### src/design/grid_ray_cast_bresenham_top_assert.svh
// ----------------------------------------------------------------------------
// Ray caster assertion macros
// Concurrent assertion wrappers on clk_i, disabled while rst_ni is low.
// ----------------------------------------------------------------------------
`ifndef GRID_RAY_CAST_BRESENHAM_TOP_ASSERT_SVH
`define GRID_RAY_CAST_BRESENHAM_TOP_ASSERT_SVH

// same-cycle implication
`define GRC_ASSERT_NOW(label, ante, cons, msg) \
  label: assert property (@(posedge clk_i) disable iff (!rst_ni) (ante) |-> (cons)) \
    else $error(msg);

// next-cycle implication
`define GRC_ASSERT_NEXT(label, ante, cons, msg) \
  label: assert property (@(posedge clk_i) disable iff (!rst_ni) (ante) |=> (cons)) \
    else $error(msg);

`endif

### src/design/grc_pkg.sv
// ----------------------------------------------------------------------------
// Ray caster package
// Shared types, register indexes and reset values.
// ----------------------------------------------------------------------------
package grc_pkg;

  localparam int unsigned GridDimDefault = 256;

  localparam int unsigned CfgIdxW  = 2;
  localparam int unsigned CfgDataW = 9;

  localparam logic [8:0]        CfgWidthReset  = 9'd256;
  localparam logic [8:0]        CfgHeightReset = 9'd256;
  localparam logic signed [7:0] CfgThreshReset = 8'sd50;

  typedef enum logic [CfgIdxW-1:0] {
    CfgGridWidth  = 2'd0,
    CfgGridHeight = 2'd1,
    CfgOccThresh  = 2'd2
  } cfg_idx_e;

  typedef enum logic {
    OpWrite = 1'b0,
    OpCast  = 1'b1
  } op_e;

  // cell coordinate, covers -1 .. 256
  typedef logic signed [9:0]  coord_t;
  // Bresenham error term
  typedef logic signed [10:0] berr_t;

  typedef struct packed {
    coord_t cx;
    coord_t cy;
    logic   last;
  } walk_cell_t;

endpackage

### src/design/grc_line_walk.sv
// ----------------------------------------------------------------------------
// Ray caster line walker
// Bresenham stepper: set up from start/target, yields one cell per step,
// axes restored for steep lines, flags the cell one past the target.
// ----------------------------------------------------------------------------
module grc_line_walk import grc_pkg::*; (
  input  logic       clk_i,
  input  logic       start_i,
  input  logic       step_i,
  input  logic [7:0] start_x_i,
  input  logic [7:0] start_y_i,
  input  logic [7:0] target_x_i,
  input  logic [7:0] target_y_i,
  output walk_cell_t cell_o
);

  coord_t     a_q, a_d, b_q, b_d, a_end_q, a_end_d;
  berr_t      err_q, err_d;
  logic [7:0] da_q, da_d, db_q, db_d;
  logic       a_up_q, a_up_d, b_up_q, b_up_d, steep_q, steep_d;

  coord_t     sx, sy, tx, ty, dx, dy, a0, b0, a1, b1;
  logic [7:0] adx, ady;
  berr_t      err_sum;
  logic       bump;

  always_comb begin
    sx  = $signed({2'b00, start_x_i});
    sy  = $signed({2'b00, start_y_i});
    tx  = $signed({2'b00, target_x_i});
    ty  = $signed({2'b00, target_y_i});
    dx  = tx - sx;
    dy  = ty - sy;
    adx = dx[9] ? 8'(-dx) : 8'(dx);
    ady = dy[9] ? 8'(-dy) : 8'(dy);

    steep_d = ady > adx;
    a0      = steep_d ? sy : sx;
    b0      = steep_d ? sx : sy;
    a1      = steep_d ? ty : tx;
    b1      = steep_d ? tx : ty;
    da_d    = steep_d ? ady : adx;
    db_d    = steep_d ? adx : ady;
    a_up_d  = a0 < a1;
    b_up_d  = b0 < b1;
    a_end_d = a_up_d ? a1 + 10'sd1 : a1 - 10'sd1;

    err_sum = err_q + $signed({3'b000, db_q});
    bump    = $signed({err_sum, 1'b0}) >= $signed({4'b0000, da_q});

    a_d   = a_q;
    b_d   = b_q;
    err_d = err_q;
    if (start_i) begin
      a_d   = a0;
      b_d   = b0;
      err_d = '0;
    end else if (step_i) begin
      a_d   = a_up_q ? a_q + 10'sd1 : a_q - 10'sd1;
      b_d   = bump ? (b_up_q ? b_q + 10'sd1 : b_q - 10'sd1) : b_q;
      err_d = bump ? err_sum - $signed({3'b000, da_q}) : err_sum;
    end
  end

  always_ff @(posedge clk_i) begin
    a_q   <= a_d;
    b_q   <= b_d;
    err_q <= err_d;
    if (start_i) begin
      da_q    <= da_d;
      db_q    <= db_d;
      a_up_q  <= a_up_d;
      b_up_q  <= b_up_d;
      steep_q <= steep_d;
      a_end_q <= a_end_d;
    end
  end

  assign cell_o.cx   = steep_q ? b_q : a_q;
  assign cell_o.cy   = steep_q ? a_q : b_q;
  assign cell_o.last = a_q == a_end_q;

endmodule

### config.mk
export PLATFORM = sky130hd
export DESIGN_NAME = grc_line_walk
export DESIGN_NICKNAME = d
export VERILOG_FILES = /design/src/design/grid_ray_cast_bresenham_top_assert.svh /design/src/design/grc_pkg.sv /design/src/design/grc_line_walk.sv
export SDC_FILE = /design/constraint.sdc
export NUM_CORES = 1
export LEC_CHECK = 0
export ABC_AREA = 1
export BUFFER_PORTS_ARGS = -buffer_cell sky130_fd_sc_hd__buf_2
export CORE_ASPECT_RATIO = 0.75
export CORE_MARGIN = 3
export CORE_UTILIZATION = 65
export CTS_BUF_LIST = sky130_fd_sc_hd__clkbuf_16
export DETAILED_ROUTE_END_ITERATION = 10
export PLACE_DENSITY_LB_ADDON = 0.15
export SLEW_MARGIN = 20
export SYNTH_ARGS = -nofsm -noshare
export SYNTH_HDL_FRONTEND = slang
export SYNTH_SLANG_ARGS = --single-unit
### constraint.sdc
create_clock -name clk_i -period 9.1 [get_ports clk_i]
set_clock_uncertainty 0.1 [all_clocks]
set_input_delay 1.365 -clock clk_i [delete_from_list [all_inputs] [get_ports clk_i]]
set_output_delay 1.365 -clock clk_i [all_outputs]
set_load 0.1 [all_outputs]
# Word level (Yosys, flattened, before mapping)
# Index checks and enable logic that the tools add are counted.
dict set report totals {
  elab_cells 48
  ff_bits 60
}
dict set report op_classes {
  eq_ne 1
  add_sub_neg 12
  n_lt_le_gt_ge 4
  reduce_logical 3
  mux 19
}
# cell n
set ops {}
lappend ops {{two-way mux 10 bit} 10}
lappend ops {{two-way mux 8 bit} 8}
lappend ops {{adder 10 x 2 -> 10 bit (second input constant)} 2}
lappend ops {{subtractor 10 x 2 -> 10 bit (second input constant)} 2}
lappend ops {{subtractor 8 x 8 -> 9 bit} 2}
lappend ops {{less-than comparator 8 bit} 2}
lappend ops {{negator 8 bit} 2}
lappend ops {{>= comparator 12 x 9 -> 1 bit} 1}
lappend ops {{adder 11 x 9 -> 11 bit} 1}
lappend ops {{two-way mux 11 bit} 1}
lappend ops {{subtractor 11 x 9 -> 11 bit} 1}
lappend ops {{equality test 10 bit} 1}
lappend ops {{adder 8 x 1 -> 9 bit (second input constant)} 1}
lappend ops {{subtractor 8 x 1 -> 9 bit (second input constant)} 1}
lappend ops {{> comparator 8 bit} 1}
lappend ops {{nonzero test 2 bit} 2}
lappend ops {{AND reduction 2 bit} 1}

# Depth between registers and ports, before layout
# Gate-level depths: netlist (run 1).
dict set report depth {
  depth_word 7
  depth_mapped 34
  mapped_depth_nobuf 30
}

# Least setup slack after synthesis (run 1)
# Ideal clock, no wire load.
dict set report synth_timing {
  path_kind {input to register}
  start {input target_x_i[0]}
  end {register a_end_q[8] (data pin)}
  n_path_buf 3
  cell_stages 30
  arrival_ps 5527
  setup_slack_ps 3219
  setup_ps 254
  t_required_ps 8746
  path_cell_list {inv_1 -> ha_1 -> fa_1 -> nand3b_1 -> nand2_1 -> a21oi_1 -> o21bai_1 -> xor2_1 -> nand3_1 -> nand2_1 -> nand2_1 -> nand2_1 -> inv_1 -> ha_1 -> a21o_1 -> nor2_2 -> nand2_4 -> nand2_4 -> buf_12 -> buf_8 -> buf_2 -> nand2_1 -> o21ai_0 -> ha_1 -> a21oi_1 -> nor2_1 -> a211oi_2 -> nand2_2 -> nand2_1 -> nand2_1}
}
dict set report synth_between {
  elab_chain_len 7
  elab_cells_between_ends 10
}
# element line_no
set synth_lines {}
lappend synth_lines {{from (decl)} grc_line_walk.sv:12} ;# input logic [7:0] target_x_i,
lappend synth_lines {{subtractor 8 x 8 -> 9 bit} grc_line_walk.sv:32} ;# dx = tx - sx;
lappend synth_lines {{negator 8 bit} grc_line_walk.sv:34} ;# adx = dx[9] ? 8'(-dx) : 8'(dx);
lappend synth_lines {{two-way mux 8 bit} grc_line_walk.sv:34}
lappend synth_lines {{> comparator 8 bit} grc_line_walk.sv:37} ;# steep_d = ady > adx;
lappend synth_lines {{two-way mux 8 bit (on tied branches)} {grc_line_walk.sv:40, grc_line_walk.sv:38}}
lappend synth_lines {{subtractor 8 x 1 -> 9 bit, or another cell as far along} grc_line_walk.sv:46} ;# a_end_d = a_up_d ? a1 + 10'sd1 : a1 - 10'sd1;
lappend synth_lines {{two-way mux 10 bit *} grc_line_walk.sv:46}
lappend synth_lines {{named net a_end_d[8]} grc_line_walk.sv:17} ;# coord_t a_q, a_d, b_q, b_d, a_end_q, a_end_d;
lappend synth_lines {{to (signal assigned)} grc_line_walk.sv:75} ;# a_end_q <= a_end_d;
lappend synth_lines {{to (decl)} grc_line_walk.sv:17}
# The timed path passes the listed nets; every way through them passes the cells marked *.
# A chain may end at the register's enable or synchronous reset.

# Worst setup path in the final report (run 1)
dict set report layout_timing {
  start {input target_y_i[0]}
  end {register a_end_q[8] (data pin)}
}
dict set report layout_between {
  elab_chain_len 7
  elab_cells_between_ends 10
}
# element line_no
set layout_lines {}
lappend layout_lines {{from (decl)} grc_line_walk.sv:13} ;# input logic [7:0] target_y_i,
lappend layout_lines {{subtractor 8 x 8 -> 9 bit} grc_line_walk.sv:33} ;# dy = ty - sy;
lappend layout_lines {{negator 8 bit} grc_line_walk.sv:35} ;# ady = dy[9] ? 8'(-dy) : 8'(dy);
lappend layout_lines {{two-way mux 8 bit} grc_line_walk.sv:35}
lappend layout_lines {{> comparator 8 bit} grc_line_walk.sv:37}
lappend layout_lines {{two-way mux 8 bit (on tied branches)} {grc_line_walk.sv:40, grc_line_walk.sv:38}}
lappend layout_lines {{subtractor 8 x 1 -> 9 bit, or another cell as far along} grc_line_walk.sv:46}
lappend layout_lines {{two-way mux 10 bit *} grc_line_walk.sv:46}
lappend layout_lines {{named net a_end_d[8]} grc_line_walk.sv:17}
# Marked as above.

==> flow_metrics.env, run 1 <==
export IMPL_status="finished clean"
export IMPL_drive_gt1_frac=0.1128
export IMPL_grt_use_total=0.3069
export IMPL_hold_class="reg -> reg"
export IMPL_synthArstFlopShare=0
export IMPL_gp_congestion=0.9812
export IMPL_grt_max_degree=89
export IMPL_ant_nets=0
export IMPL_synth_top_cell_by_area="edfxtp_1"
export IMPL_postCtsHoldBufs=0
export IMPL_crit_top_cell="nand2_1"
export IMPL_path_delay_family="simple AND/OR/NAND/NOR gates"
export IMPL_maxSlewHeadroom=0.2811
export IMPL_cts_path_max_buffers=2
export IMPL_remaining_drc_errors=0
export IMPL_synth_area_um2=6795
export IMPL_yosys_warnings=0
export IMPL_synth_edf_count=49
export IMPL_antenna_cells=0
export IMPL_cts_sinks=60
export IMPL_worstMarginPinSlew_ns=1.075
export IMPL_grt_pass1_vias=5756
export IMPL_synth_seq_area_share=0.2489
export IMPL_final_common_cell="nand2_1"
export IMPL_worst_path_max_fanout=88
export IMPL_ys_types=50
export IMPL_synth_nets=1070
export IMPL_cp_end_kind="flop"
export IMPL_slew_viol_final=0
export IMPL_finalHoldViolations=0
export IMPL_fp_dieW_um=124.1
export IMPL_crit_required_ns=9.08
export IMPL_setup_tns_ns=0
export IMPL_cpPeakStageDelay_ns=0.74
export IMPL_pin_count=56
export IMPL_die_area_um2=11730
export IMPL_cts_buffers=9
export IMPL_rsz0062_at_grt="no"
export IMPL_fmax_ghz=0.1486
export IMPL_finalCriticalPeriod_ns=6.729
export IMPL_wl_um=17460
export IMPL_yosysTopAreaCellShare=0.2165
export IMPL_cts_clk_slew_worst_paths_ns=0.05
export IMPL_synth_ff_latch_count=60
export IMPL_postCtsSetupRepairBufs=0
export IMPL_fp_dieH_um=94.55
export IMPL_synth_flop_cell="edfxtp_1"
export IMPL_post_drt_wl_per_cell_um=15.40
export IMPL_htreeDepth=3
export IMPL_arrival_ns=6.71
export IMPL_dp_hpwl_um=13740
export IMPL_finalSetupViolations=0
export IMPL_cp_num_buf_inv=3
export IMPL_fill_cells=834
export IMPL_netlist_instances=949
export IMPL_clock_latency_ns=0.33
export IMPL_grt_ovfl_total=0
export IMPL_maxCapViolCount=0
export IMPL_drt_iter0_drc=662
export IMPL_cts_root_buf="clkbuf_16"
export IMPL_placementRows=31
export IMPL_vias=6486
export IMPL_nNetsFinal=1118
export IMPL_post_cts_resized=0
export IMPL_drt_pass1_iter_count=5
export IMPL_grt_antenna_before_repair=0
export IMPL_io_buffers=55
export IMPL_worstSetupPathType="in -> reg"
export IMPL_yosys_top_cells_area="edfxtp_1 (22%), ha_1 (15%), nand2_1 (14%), inv_1 (7.0%), xor2_1 (5.0%)"
export IMPL_avgSynthCellArea_um2=7.160
export IMPL_worstSetupStartpointType="input port"
export IMPL_final_cell_mix="nand2_1 (257), inv_1 (129), ha_1 (80), o21ai_0 (65), a21oi_1 (64)"
export IMPL_cp_slowest_cell="o21ai_0"
export IMPL_finalCritPeriodShare=0.7395
export IMPL_core_um2=9930
export IMPL_start_util=0.6843
export IMPL_area_growth_pct=8.452
export IMPL_grt_pass1_wl_um=28080
export IMPL_vias_per_cell=5.720
export IMPL_cts_tree="built"
-- kinds of logic after synthesis --
group           synth area share
compound gates            0.1572
xor+xnor                 0.07218
buf+inv                  0.09298
simple gates              0.2637
fa+ha+maj                 0.1650
flops                     0.2489
-- state kept, by name, indices dropped and copies added, names as in the netlist --
name     flops
a_end_q     10
a_q         10
a_up_q       1
b_q         10
b_up_q       1
da_q         8
db_q         8
err_q       11
steep_q      1
-- Yosys cell counts (all sizes together), types with 5 or more instances --
library cell and number:
nand2 272, inv 129, o21ai 92, ha 80, a21oi 64, nand3 59
nor2 53, edfxtp 49, xor2 39, xnor2 17, buf 13, dfxtp 11
nand4 10, nor3 8, clkbuf 7, fa 6, o21bai 6, o211ai 5
-- metrics by stage --
step / hold WS (ns) / instances / worst slack [ns] / utilization / area (um2)
floorplan: 0.3326 / 949 / 3.219 / - / 6795
global placement: 0.3475 / 1118 / 2.347 / 0.7157 / 7107
detailed placement: 0.3571 / 1118 / 2.174 / 0.7157 / 7107
CTS: 0.3667 / 1134 / 2.509 / 0.7422 / 7370
global route: 0.3845 / 1134 / 1.891 / 0.7422 / 7370
finish: 0.3654 / 1134 / 2.371 / 0.7422 / 7370
-- layout make-up --
class / count / area [um2] / area share
Inverter: 130 / 488.0 / 0.06621
Clock buffer: 9 / 225.2 / 0.03056
Timing Repair Buffer: 57 / 290.3 / 0.03939
Tap cell: 132 / 165.2 / 0.02241
Multi-Input combinational cell: 739 / 4472 / 0.6068
Clock inverter: 7 / 37.54 / 0.005093
Sequential cell: 60 / 1692 / 0.2295
-- per-layer routing --
layer | global-route usage | wire length [um] | vias up
met5 | 0 | 0 | -
met4 | 0.05378 | 171 | 0
met3 | 0.06287 | 1573 | 14
met2 | 0.4609 | 7444 | 288
met1 | 0.4610 | 8269 | 2931
li1 | - | - | 3253
-- final timing paths --
path	slack [ns]	endpoint	cells after the start	startpoint
min	0.37	err_q[6]	2	err_q[6]
max reg2reg	5.51	b_q[5]	17	db_q[0]
min reg2reg	0.37	err_q[6]	2	err_q[6]
max	2.37	a_end_q[8]	27	target_y_i[0]
-- worst register-to-register path: cells and delay by family, from the launching register on --
| kind | cells | cell delay [ns] |
|---|---|---|
| AND/OR/NAND/NOR | 9 | 1.14 |
| adder cells (fa/ha/maj) | 3 | 0.94 |
| flip-flops | 1 | 0.37 |
| AO/OA/AOI/OAI | 3 | 0.30 |
| XOR/XNOR | 1 | 0.24 |
| buffers and inverters | 1 | 0.23 |
Power of run 1 is not shown: default switching activity piles up to over one toggle a cycle in this logic, so the estimate is an artifact.
==> run 2, diff against run 1 <==
--- a/config.mk
+++ b/config.mk
@@ -5,11 +5,11 @@
 export SDC_FILE = /design/constraint.sdc
 export NUM_CORES = 1
 export LEC_CHECK = 0
-export ABC_AREA = 1
+export ABC_AREA = 0
 export BUFFER_PORTS_ARGS = -buffer_cell sky130_fd_sc_hd__buf_2
 export CORE_ASPECT_RATIO = 0.75
 export CORE_MARGIN = 3
-export CORE_UTILIZATION = 65
+export CORE_UTILIZATION = 56
 export CTS_BUF_LIST = sky130_fd_sc_hd__clkbuf_16
 export DETAILED_ROUTE_END_ITERATION = 10
 export PLACE_DENSITY_LB_ADDON = 0.15
==> constraint.sdc (replaced) <==
create_clock -name clk_i -period 5.6 [get_ports clk_i]
set_clock_uncertainty 0.1 [all_clocks]
set_input_delay 0.84 -clock clk_i [delete_from_list [all_inputs] [get_ports clk_i]]
set_output_delay 0.84 -clock clk_i [all_outputs]
set_load 0.1 [all_outputs]
==> flow_metrics.env, run 2 <==
export IMPL_drt_iter0_drc=465
export IMPL_worstMarginPinSlew_ns=0.8525
export IMPL_fp_dieW_um=129.3
export IMPL_cp_end_kind="flop"
export IMPL_final_common_cell="buf_4"
export IMPL_violations="setup timing"
export IMPL_worstSetupPathType="in -> reg"
export IMPL_slew_viol_final=0
export IMPL_yosys_top_cells_area="edfxtp_1 (23%), ha_1 (16%), mux2i_1 (6.3%), xnor2_1 (5.4%), mux2_2 (4.8%)"
export IMPL_drive_gt1_frac=0.3172
export IMPL_synth_top_cell_by_area="edfxtp_1"
export IMPL_cp_slowest_cell="or4_1"
export IMPL_avgSynthCellArea_um2=9.000
export IMPL_htreeDepth=3
export IMPL_post_drt_wl_per_cell_um=18.69
export IMPL_maxSlewHeadroom=0.4317
export IMPL_yosysMostFrequentCell="ha_1"
export IMPL_hold_class="reg -> reg"
export IMPL_cp_num_buf_inv=6
export IMPL_synth_area_um2=6381
export IMPL_start_util=0.5788
export IMPL_wl_um=19180
export IMPL_worstSetupStartpointType="input port"
export IMPL_synth_edf_count=49
export IMPL_status="finished with violations"
export IMPL_dp_hpwl_um=14500
export IMPL_synth_ff_latch_count=60
export IMPL_cts_root_buf="clkbuf_16"
export IMPL_path_delay_family="simple AND/OR/NAND/NOR gates"
export IMPL_synth_nets=830
export IMPL_finalCriticalPeriod_ns=5.783
export IMPL_regMostFlops="err_q"
export IMPL_area_growth_pct=32.02
export IMPL_placementRows=33
export IMPL_finalHoldViolations=0
export IMPL_grt_antenna_before_repair=0
export IMPL_grt_use_total=0.2928
export IMPL_cts_sinks=60
export IMPL_dp_slack_ns=-0.6830
export IMPL_final_core_util=0.7642
export IMPL_io_buffers=55
export IMPL_finalCritPeriodShare=1.033
export IMPL_drt_pass1_iter_count=5
export IMPL_die_area_um2=12730
export IMPL_crit_required_ns=5.68
export IMPL_fill_cells=719
export IMPL_ys_types=64
export IMPL_holdWs_ns=0.3683
export IMPL_grt_max_degree=49
export IMPL_ant_nets=0
export IMPL_remaining_drc_errors=0
export IMPL_synth_seq_area_share=0.2651
export IMPL_synth_flop_cell="edfxtp_1"
export IMPL_worst_path_max_fanout=11
export IMPL_worst_slack_ns=-0.1827
export IMPL_yosysTopAreaCellShare=0.2306
export IMPL_synth_common_cells="ha_1 (80), nor2_1 (54), inv_1 (52), nand2_1 (52), o21ai_0 (52)"
export IMPL_antenna_cells=0
export IMPL_grt_pass1_vias=5939
export IMPL_fmax_ghz=0.1729
export IMPL_maxCapViolCount=0
export IMPL_arrival_ns=5.87
export IMPL_cts_tree="built"
export IMPL_cpPeakStageDelay_ns=0.45
export IMPL_vias_per_cell=6.082
export IMPL_netlist_instances=709
export IMPL_cts_path_max_buffers=2
export IMPL_yosys_warnings=0
export IMPL_cts_clk_slew_worst_paths_ns=0.05
export IMPL_clock_latency_ns=0.33
export IMPL_cts_buffers=9
export IMPL_setup_tns_ns=-1.391
export IMPL_largest_reg_flops=11
export IMPL_nNetsFinal=1002
export IMPL_rsz0062_at_grt="yes"
export IMPL_finalSetupViolations=9
export IMPL_final_cell_mix="buf_4 (117), ha_1 (71), buf_2 (54)"
export IMPL_grt_pass1_wl_um=29460
export IMPL_gp_congestion=0.9546
export IMPL_synthArstFlopShare=0
export IMPL_fp_dieH_um=98.45
export IMPL_grt_ovfl_total=0
export IMPL_core_um2=11020
export IMPL_pin_count=56
export IMPL_vias=6240
export IMPL_postCtsHoldBufs=0
-- run 2: cell types whose count changed after synthesis, moves of 13 or more --
| cell | delta |
|---|---|
| nand2_1 | -205 |
| inv_1 | -75 |
| nand3_1 | -48 |
| mux2i_1 | +40 |
| mux2_2 | +27 |
| a21oi_1 | -23 |
| xnor2_1 | +22 |
| xor2_1 | -14 |
| nor2b_1 | +13 |
| o21ai_0 | -13 |
-- run 2: path summary, 6_finish.rpt --
check	startpoint	end	slack (ns)	cells after the start
worst max-delay path	start_y_i[2]	a_end_q[8]	-0.18	28
worst min-delay path	err_q[6]	err_q[6]	0.37	2
worst max register to register	db_q[0]	b_q[4]	1.47	12
worst min register to register	err_q[6]	err_q[6]	0.37	2
-- run 2: through the flow --
stage                     instances  area (um2)
after floorplan                 709        6506
after global placement          984        7610
after detailed placement        984        7610
after CTS                      1015        8083
after global routing           1026        8424
final                          1026        8424
-- run 2: timing repair --
item	CTS	global route
resized for setup	16	48
setup endpoints to repair	11	11
gates cloned	1	2
setup buffers	14	9
pin swaps	8	29
-- run 2: worst min-delay path: stages, from the launching register on --
cell,delay [ns]
dfxtp_1,0.33
nand2_1,0.05
o21ai_0,0.06
-- run 2: per-layer routing --
metal / wire [um] / track usage / vias to the layer above / part of all wire
met2: 8898 / 0.4809 / 266 / 0.46
met1: 8558 / 0.3996 / 2982 / 0.45
met5: 0 / 0 / - / 0
met4: 391 / 0.05811 / 0 / 0.020
li1: - / - / 2948 / -
met3: 1330 / 0.06609 / 44 / 0.069
-- run 2: logic make-up after synthesis --
family                   Yosys count  synth area share
multiplexers                      68            0.1122
buffers and inverters             70           0.04392
adder cells (fa/ha/maj)           86            0.1757
AND/OR/NAND/NOR                  191            0.1461
AO/OA/AOI/OAI                    170            0.1692
flip-flops                        60            0.2651
XOR/XNOR                          64           0.08784
-- run 2: final cells by class --
cell class / count / area (um2) / area share
Timing Repair Buffer: 178 / 1275 / 0.1513
Multi-Input combinational cell: 579 / 4783 / 0.5678
Sequential cell: 60 / 1692 / 0.2008
Clock inverter: 7 / 60.06 / 0.007129
Clock buffer: 9 / 225.2 / 0.02673
Inverter: 53 / 214.0 / 0.02540
Tap cell: 140 / 175.2 / 0.02079
Power of run 2 is left out for the same reason.
==> run 3, diff against run 2 <==
--- a/config.mk
+++ b/config.mk
@@ -6,12 +6,13 @@
 export NUM_CORES = 1
 export LEC_CHECK = 0
 export ABC_AREA = 0
-export BUFFER_PORTS_ARGS = -buffer_cell sky130_fd_sc_hd__buf_2
+export ABC_CLOCK_PERIOD_IN_PS = 5600
 export CORE_ASPECT_RATIO = 0.75
 export CORE_MARGIN = 3
-export CORE_UTILIZATION = 56
+export CORE_UTILIZATION = 60
 export CTS_BUF_LIST = sky130_fd_sc_hd__clkbuf_16
 export DETAILED_ROUTE_END_ITERATION = 10
+export DONT_BUFFER_PORTS = 1
 export PLACE_DENSITY_LB_ADDON = 0.15
 export SLEW_MARGIN = 20
 export SYNTH_ARGS = -nofsm -noshare
==> flow_metrics.env, run 3 (same netlist as run 2, synthesis figures left out) <==
export IMPL_final_cell_mix="buf_4 (88), ha_1 (75), inv_1 (53), nor2_1 (52), nand2_1 (51)"
export IMPL_placementRows=31
export IMPL_finalCriticalPeriod_ns=5.642
export IMPL_cts_clk_slew_worst_paths_ns=0.05
export IMPL_grt_pass1_vias=5488
export IMPL_cts_tree="built"
export IMPL_cpPeakStageDelay_ns=0.38
export IMPL_cp_slowest_cell="fa_2"
export IMPL_grt_use_total=0.2883
export IMPL_post_drt_wl_per_cell_um=19.21
export IMPL_vias_per_cell=6.149
export IMPL_finalSetupViolations=6
export IMPL_pin_count=56
export IMPL_fp_dieW_um=125.1
export IMPL_cts_buffers=9
export IMPL_fp_dieH_um=95.31
export IMPL_gp_congestion=0.9254
export IMPL_finalCritPeriodShare=1.008
export IMPL_fmax_ghz=0.1772
export IMPL_postCtsHoldBufs=0
export IMPL_cp_num_buf_inv=4
export IMPL_largest_reg_flops=11
export IMPL_worst_path_max_fanout=9
export IMPL_cts_path_max_buffers=2
export IMPL_dp_slack_ns=-0.4760
export IMPL_regMostFlops="err_q"
export IMPL_antenna_cells=0
export IMPL_slew_viol_final=0
export IMPL_rsz0062_at_grt="yes"
export IMPL_nNetsFinal=919
export IMPL_path_delay_family="simple AND/OR/NAND/NOR gates"
export IMPL_r2r_slack_ns=1.62
export IMPL_grt_ovfl_total=0
export IMPL_cp_end_kind="flop"
export IMPL_status="finished with violations"
export IMPL_violations="setup timing"
export IMPL_io_buffers=0
export IMPL_finalHoldViolations=0
export IMPL_hold_class="reg -> reg"
export IMPL_final_seq_area_um2=1692
export IMPL_wl_um=17940
export IMPL_drive_gt1_frac=0.2444
export IMPL_drt_iter0_drc=443
export IMPL_grt_max_degree=65
export IMPL_crit_required_ns=5.58
export IMPL_worstMarginPinSlew_ns=0.8161
export IMPL_area_growth_pct=23.10
export IMPL_arrival_ns=5.62
export IMPL_cts_sinks=60
export IMPL_start_util=0.6377
export IMPL_htreeDepth=3
export IMPL_final_common_cell="buf_4"
export IMPL_vias=5743
export IMPL_core_um2=10010
export IMPL_clock_latency_ns=0.32
export IMPL_worstSetupStartpointType="input port"
export IMPL_maxSlewHeadroom=0.4559
export IMPL_fill_cells=656
export IMPL_die_area_um2=11920
export IMPL_grt_pass1_wl_um=27490
export IMPL_remaining_drc_errors=0
export IMPL_cts_root_buf="clkbuf_16"
export IMPL_worstSetupPathType="in -> reg"
export IMPL_drt_pass1_iter_count=5
export IMPL_multi_input_area_um2=4757
export IMPL_worst_slack_ns=-0.04237
export IMPL_grt_antenna_before_repair=0
export IMPL_ant_nets=0
export IMPL_maxCapViolCount=0
export IMPL_dp_hpwl_um=13660
-- run 3: cell count changes in the layout (fill, tap and decap cells not counted), moves of 3 or more --
cell / before / now
buf_4: 117 / 88
o21ai_0: 39 / 36
buf_2: 54 / 1
o21ai_2: 4 / 8
ha_1: 71 / 75
ha_4: 9 / 5
-- run 3: tightest hold or removal path, cell delays in order, from the launching register on --
cell     delay, ns
dfxtp_1       0.33
nand2_1       0.05
o21ai_0       0.05
-- run 3: layout make-up --
| class | instances | share of cell area |
|---|---|---|
| flip-flops and latches | 60 | 0.2154 |
| inverters | 53 | 0.02724 |
| repair buffers | 95 | 0.09876 |
| clock buffers | 9 | 0.02867 |
| well taps | 132 | 0.02103 |
| clock inverters | 6 | 0.003345 |
| multi-input cells | 579 | 0.6056 |
-- run 3: routing by layer --
layer,global-route usage,up-vias,routed length (um),share of wire
met3,0.06159,19,1498,0.084
met5,0,-,0,0
met1,0.4057,2701,8012,0.45
met4,0.07310,0,217,0.012
li1,-,2779,-,-
met2,0.4571,244,8209,0.46
-- run 3: path summary, 6_finish.rpt --
kind | end | startpoint | depth (start not counted)
min reg2reg | err_q[6] | err_q[6] | 2
max | a_end_q[5] | target_x_i[0] | 27
min | err_q[6] | err_q[6] | 2
max reg2reg | b_q[1] | db_q[0] | 12
-- run 3: repair_timing --
| action | 4_1_cts | 5_1_grt |
|---|---|---|
| buffers inserted | 0 | 16 |
| setup endpoints to repair | 9 | 11 |
| gates resized for setup | 5 | 58 |
| pin swaps | 0 | 30 |
| cloned | 0 | 2 |
-- run 3: per-stage QoR --
| step | cell area, um2 | hold slack [ns] | setup TNS (ns) | util | cells |
|---|---|---|---|---|---|
| 4_1_cts | 7451 | 0.3619 | -0.008030 | 0.7446 | 916 |
| 2_1_floorplan | 6506 | 0.3315 | -1.231 | - | 709 |
| 3_3_place_gp | 7188 | 0.3434 | -3.562 | 0.7183 | 901 |
| 3_5_place_dp | 7188 | 0.3503 | -4.572 | 0.7183 | 901 |
| 6_report | 7855 | 0.3629 | -0.1558 | 0.7849 | 934 |
| 5_1_grt | 7855 | 0.3743 | -2.178 | 0.7849 | 934 |
Power of run 3 is left out for the same reason.
